[src/rtl/mqsb_pkg.sv]
package mqsb_pkg;

    // Default sizes
    localparam int NUM_QUEUES_DEF = 8;
    localparam int NUM_SLOTS_DEF  = 256;
    localparam int FIFO_DEPTH     = 2;

    // Request codes
    localparam logic REQ_ENQ = 1'b0;
    localparam logic REQ_DEQ = 1'b1;

    // Result status codes
    localparam logic [1:0] ST_OK        = 2'd0;
    localparam logic [1:0] ST_OVERFLOW  = 2'd1;
    localparam logic [1:0] ST_UNDERFLOW = 2'd2;

    // Returned on a dequeue from an empty or out-of-range queue
    localparam logic signed [31:0] SENTINEL_MAX = 32'sh7FFF_FFFF;

    typedef struct packed {
        logic                req_type;
        logic [2:0]          queue_id;
        logic signed [31:0]  item_value;
    } t_req;

    typedef struct packed {
        logic signed [31:0]  data_out;
        logic [1:0]          status;
        logic                pool_full;
        logic                queue_empty;
    } t_rsp;

    // Classified request, handed from the front end to the engine
    typedef struct packed {
        logic                is_enq;
        logic                qvalid;
        logic [2:0]          queue_id;
        logic signed [31:0]  item_value;
    } t_cmd;

endpackage

[src/rtl/mqsb_fifo.sv]
module mqsb_fifo #(
    parameter type T     = logic,
    parameter int  DEPTH = mqsb_pkg::FIFO_DEPTH
) (
    input  logic i_clk,
    input  logic i_rst_n,
    input  logic i_push,
    input  T     i_data,
    output logic o_full,
    input  logic i_pop,
    output T     o_data,
    output logic o_empty
);

    localparam int PW = (DEPTH > 1) ? $clog2(DEPTH) : 1;
    localparam int CW = $clog2(DEPTH + 1);

    T               r_mem [DEPTH];
    logic [PW-1:0]  r_wptr;
    logic [PW-1:0]  r_rptr;
    logic [CW-1:0]  r_cnt;
    logic           w_wr;
    logic           w_rd;

    function automatic logic [PW-1:0] bump(input logic [PW-1:0] p);
        return (p == PW'(DEPTH - 1)) ? '0 : p + 1'b1;
    endfunction

    assign o_full  = (r_cnt == CW'(DEPTH));
    assign o_empty = (r_cnt == '0);
    assign w_wr    = i_push && !o_full;
    assign w_rd    = i_pop && !o_empty;
    assign o_data  = r_mem[r_rptr];

    always_ff @(posedge i_clk) begin
        if (!i_rst_n) begin
            r_wptr <= '0;
            r_rptr <= '0;
            r_cnt  <= '0;
        end else begin
            if (w_wr) begin
                r_wptr <= bump(r_wptr);
            end
            if (w_rd) begin
                r_rptr <= bump(r_rptr);
            end
            if (w_wr && !w_rd) begin
                r_cnt <= r_cnt + 1'b1;
            end else if (w_rd && !w_wr) begin
                r_cnt <= r_cnt - 1'b1;
            end
        end
    end

    always_ff @(posedge i_clk) begin
        if (w_wr) begin
            r_mem[r_wptr] <= i_data;
        end
    end

endmodule

[config.mk]
export PLATFORM = sky130hd
export DESIGN_NAME = mqsb_fifo
export DESIGN_NICKNAME = d
export VERILOG_FILES = /design/src/rtl/mqsb_pkg.sv /design/src/rtl/mqsb_fifo.sv
export SDC_FILE = /design/constraint.sdc
export NUM_CORES = 1
export LEC_CHECK = 0
export ABC_AREA = 1
export ABC_CLOCK_PERIOD_IN_PS = 1200
export BUFFER_PORTS_ARGS = -buffer_cell sky130_fd_sc_hd__clkbuf_2
export CAP_MARGIN = 20
export CORE_AREA = 2 2 39 41
export CTS_BUF_LIST = sky130_fd_sc_hd__clkbuf_16
export CTS_CLUSTER_DIAMETER = 150
export DETAILED_ROUTE_END_ITERATION = 8
export DIE_AREA = 0 0 41 43
export SYNTH_ARGS = -nofsm -noshare
export SYNTH_HDL_FRONTEND = slang
export SYNTH_SLANG_ARGS = --single-unit
[constraint.sdc]
create_clock -name i_clk -period 1.2 [get_ports i_clk]
set_input_delay 0.18 -clock i_clk [delete_from_list [all_inputs] [get_ports i_clk]]
set_output_delay 0.18 -clock i_clk [all_outputs]
set_load 0.01 [all_outputs]
==> results.toml <==
[placed_design]
dp.cells = 69
pre_cts_slack_ns = -0.0306
place_congestion = 0.696
dp_hpwl_um = 466
place_area_sq_um = 434
port_buffers = 7

[drt]
drc = 0
dr.pass1.iters = 2
ant_nets = 0
drtIter0Drc = 2
wl_per_cell_um = 7.66
avgViaCountPerCell = 4.03
route.vias.total = 298
routed_wl_um = 567

[sta]
worst_slack_ns = 0.0347
maxSlewHeadroom_pct = 90.4
rsz0062_at_grt = "true"
tightest_slew_ns = 0.142
max_freq_mhz = 858
finClkSkew_ns = 0.000845
finalHoldViolCount = 0
setup_viol = 0
slew_viol_final = 0
period_minus_slack_ns = 1.17
finalCritPeriodShare_pct = 97.1

[logic_synthesis]
synth_nets = 47
synth-seq-cells = 7
synth_top_family_by_area = "simple AND/OR/NAND/NOR gates"
synth_compound_area_share_pct = 7.45
synthMuxAreaShare_pct = 3.53
syn_area_per_cell_sq_um = 7.78
synth_cells = 41
synth_fa_ha_area_share_pct = 3.92
ys_seq_area_share_pct = 50.2
synth_area_sq_um = 319
ys.warnings.count = 0
yosys.area_share.xor_xnor_pct = 0
synth_cell_types = 14
synthSimpleGateAreaFrac_pct = 24.3

[worst_setup_path]
crit_path_cell_trace = "inv_4, o21ai_4, inv_2, ha_4, inv_2, nand3_2, nand2_1, inv_1, nor2_1"
reg2reg_setup_slack_ns = 0.03
arrival_ns = 1.29
path_common_cell = "inv_2"
critical_path.slowest_cell = "dfxtp_4"
cpPeakStageDelay_ns = 0.37
required_ns = 1.32
critPathMaxFanout = 3
end_kind = "flop"
worstSetupPathType = "reg -> reg"
worstSetupStartpointType = "flop"

[layout]
final_cell_mix = "nor2_1 (9), buf_4 (6), inv_1 (5), nand2_1 (5), clkbuf_2 (5)"
area_growth_pct = 72.5
final_area_sq_um = 551
seqCellArea_sq_um = 169
nNetsFinal = 65
nFillCells = 148
diodes = 0
drive_gt1_share_pct = 53.4
layout.cells.most_common = "nor2_1"
multiInputGateArea_sq_um = 160
fin_cells = 74

[run]
cap_violations = 0

[clocking]
clock_path_buffers = 2
htree_levels = 1
cts_tree = "done"
cts_buffers = 3
clock-sinks = 7
clk_pin_slew_worst_paths_ns = 0.03
clk_latency_ns = 0.23
cts_root_buf = "clkbuf_16"
ctsHoldBuffers = 0

[power_and_ir_drop]
p_leak_uw = 0.000262
p_per_area_nw_per_um2 = 2730
peakVddDrop_mv = 0.887

[status]
status = "finished clean"

[floorplanning]
ios = 8
die-width_um = 41
die_area_sq_um = 1760
num_rows = 14
core_sq_um = 1380
die_h_um = 43
start_util_pct = 23.1

[grt]
antenna_found_initial = 0
grt_usage_pct = 9.78
grt_overflow = 0
grt_pass1_wl_mm = 1.06
grt_pass1_vias = 287
grt_start_max_net_pins = 5

[min_path]
hp-class = "in -> reg"
metrics by stage:
stage          TNS (ns)  utilization, %  hold slack [ns]  power (uW)
2_1_floorplan         0               -            0.279         691
3_3_place_gp    -0.0108            31.4            0.376         868
3_5_place_dp    -0.0306            31.4            0.383         879
4_1_cts               0            37.6            0.147        1450
5_1_grt         -0.0710            39.8            0.148        1630
6_report              0            39.8            0.156        1500
path summary, 6_finish.rpt:
check | cells after the start | end | start
worst max-delay path | 9 | r_cnt[1]$_SDFFE_PN0P_ | r_cnt[1]$_SDFFE_PN0P_
worst min register to register | 2 | flop | r_rptr$_SDFFE_PN0P_
worst min-delay path | 1 | r_mem[1]$_DFFE_PP_ | i_data
worst max register to register | 9 | r_cnt[1]$_SDFFE_PN0P_ | r_cnt[1]$_SDFFE_PN0P_
critical path, delay by kind of cell (launching register included):
family,cells,cell delay [ns]
flip-flops,1,0.37
adder cells (fa/ha/maj),1,0.27
buffers and inverters,4,0.18
AO/OA/AOI/OAI,1,0.12
AND/OR/NAND/NOR,3,0.11
power by group:
group          internal (uW)  switching, uW  leakage, uW
registers                335           67.5    0.0000617
logic                    282            270     0.000158
clock network            432            114    0.0000423
cell type report:
cell class	instances	area share (%)
clock inverters	1	0.682
repair buffers	13	15.7
inverters	9	6.59
flip-flops and latches	7	30.7
well taps	16	3.64
clock buffers	3	13.6
multi-input cells	25	29.1
repair_timing:
action	in CTS	in global routing
pin swaps	5	2
gates cloned	0	0
buffers inserted	1	0
endpoints found under the setup margin	2	3
resized for setup	0	11
routing by layer:
layer	global-route usage, %	part of all wire (%)	vias up
li1	-	-	161
met2	13.8	53	6
met4	4.00	0	0
met1	9.45	39	131
met3	9.42	7.8	0
met5	0	0	-
kinds of logic (layout without fill, tap and decap cells):
kind of cell / after synthesis / after routing
simple gates: 19 / 19
buf+inv: 9 / 26
flops: 7 / 7
compound gates: 4 / 4
fa+ha+maj: 1 / 1
mux: 1 / 1
cells in the mapped netlist (all sizes together):
cell type | instances | area share, %
inv | 9 | 11
ha | 1 | 3.9
edfxtp | 2 | 19
nor2 | 11 | 14
nand3 | 1 | 1.6
nand4 | 1 | 2.0
mux2 | 1 | 3.5
a21oi | 1 | 1.6
dfxtp | 5 | 31
o21ai | 3 | 5.9
nand2 | 6 | 7.1
Note: power is estimated with default switching activity, not from simulation.
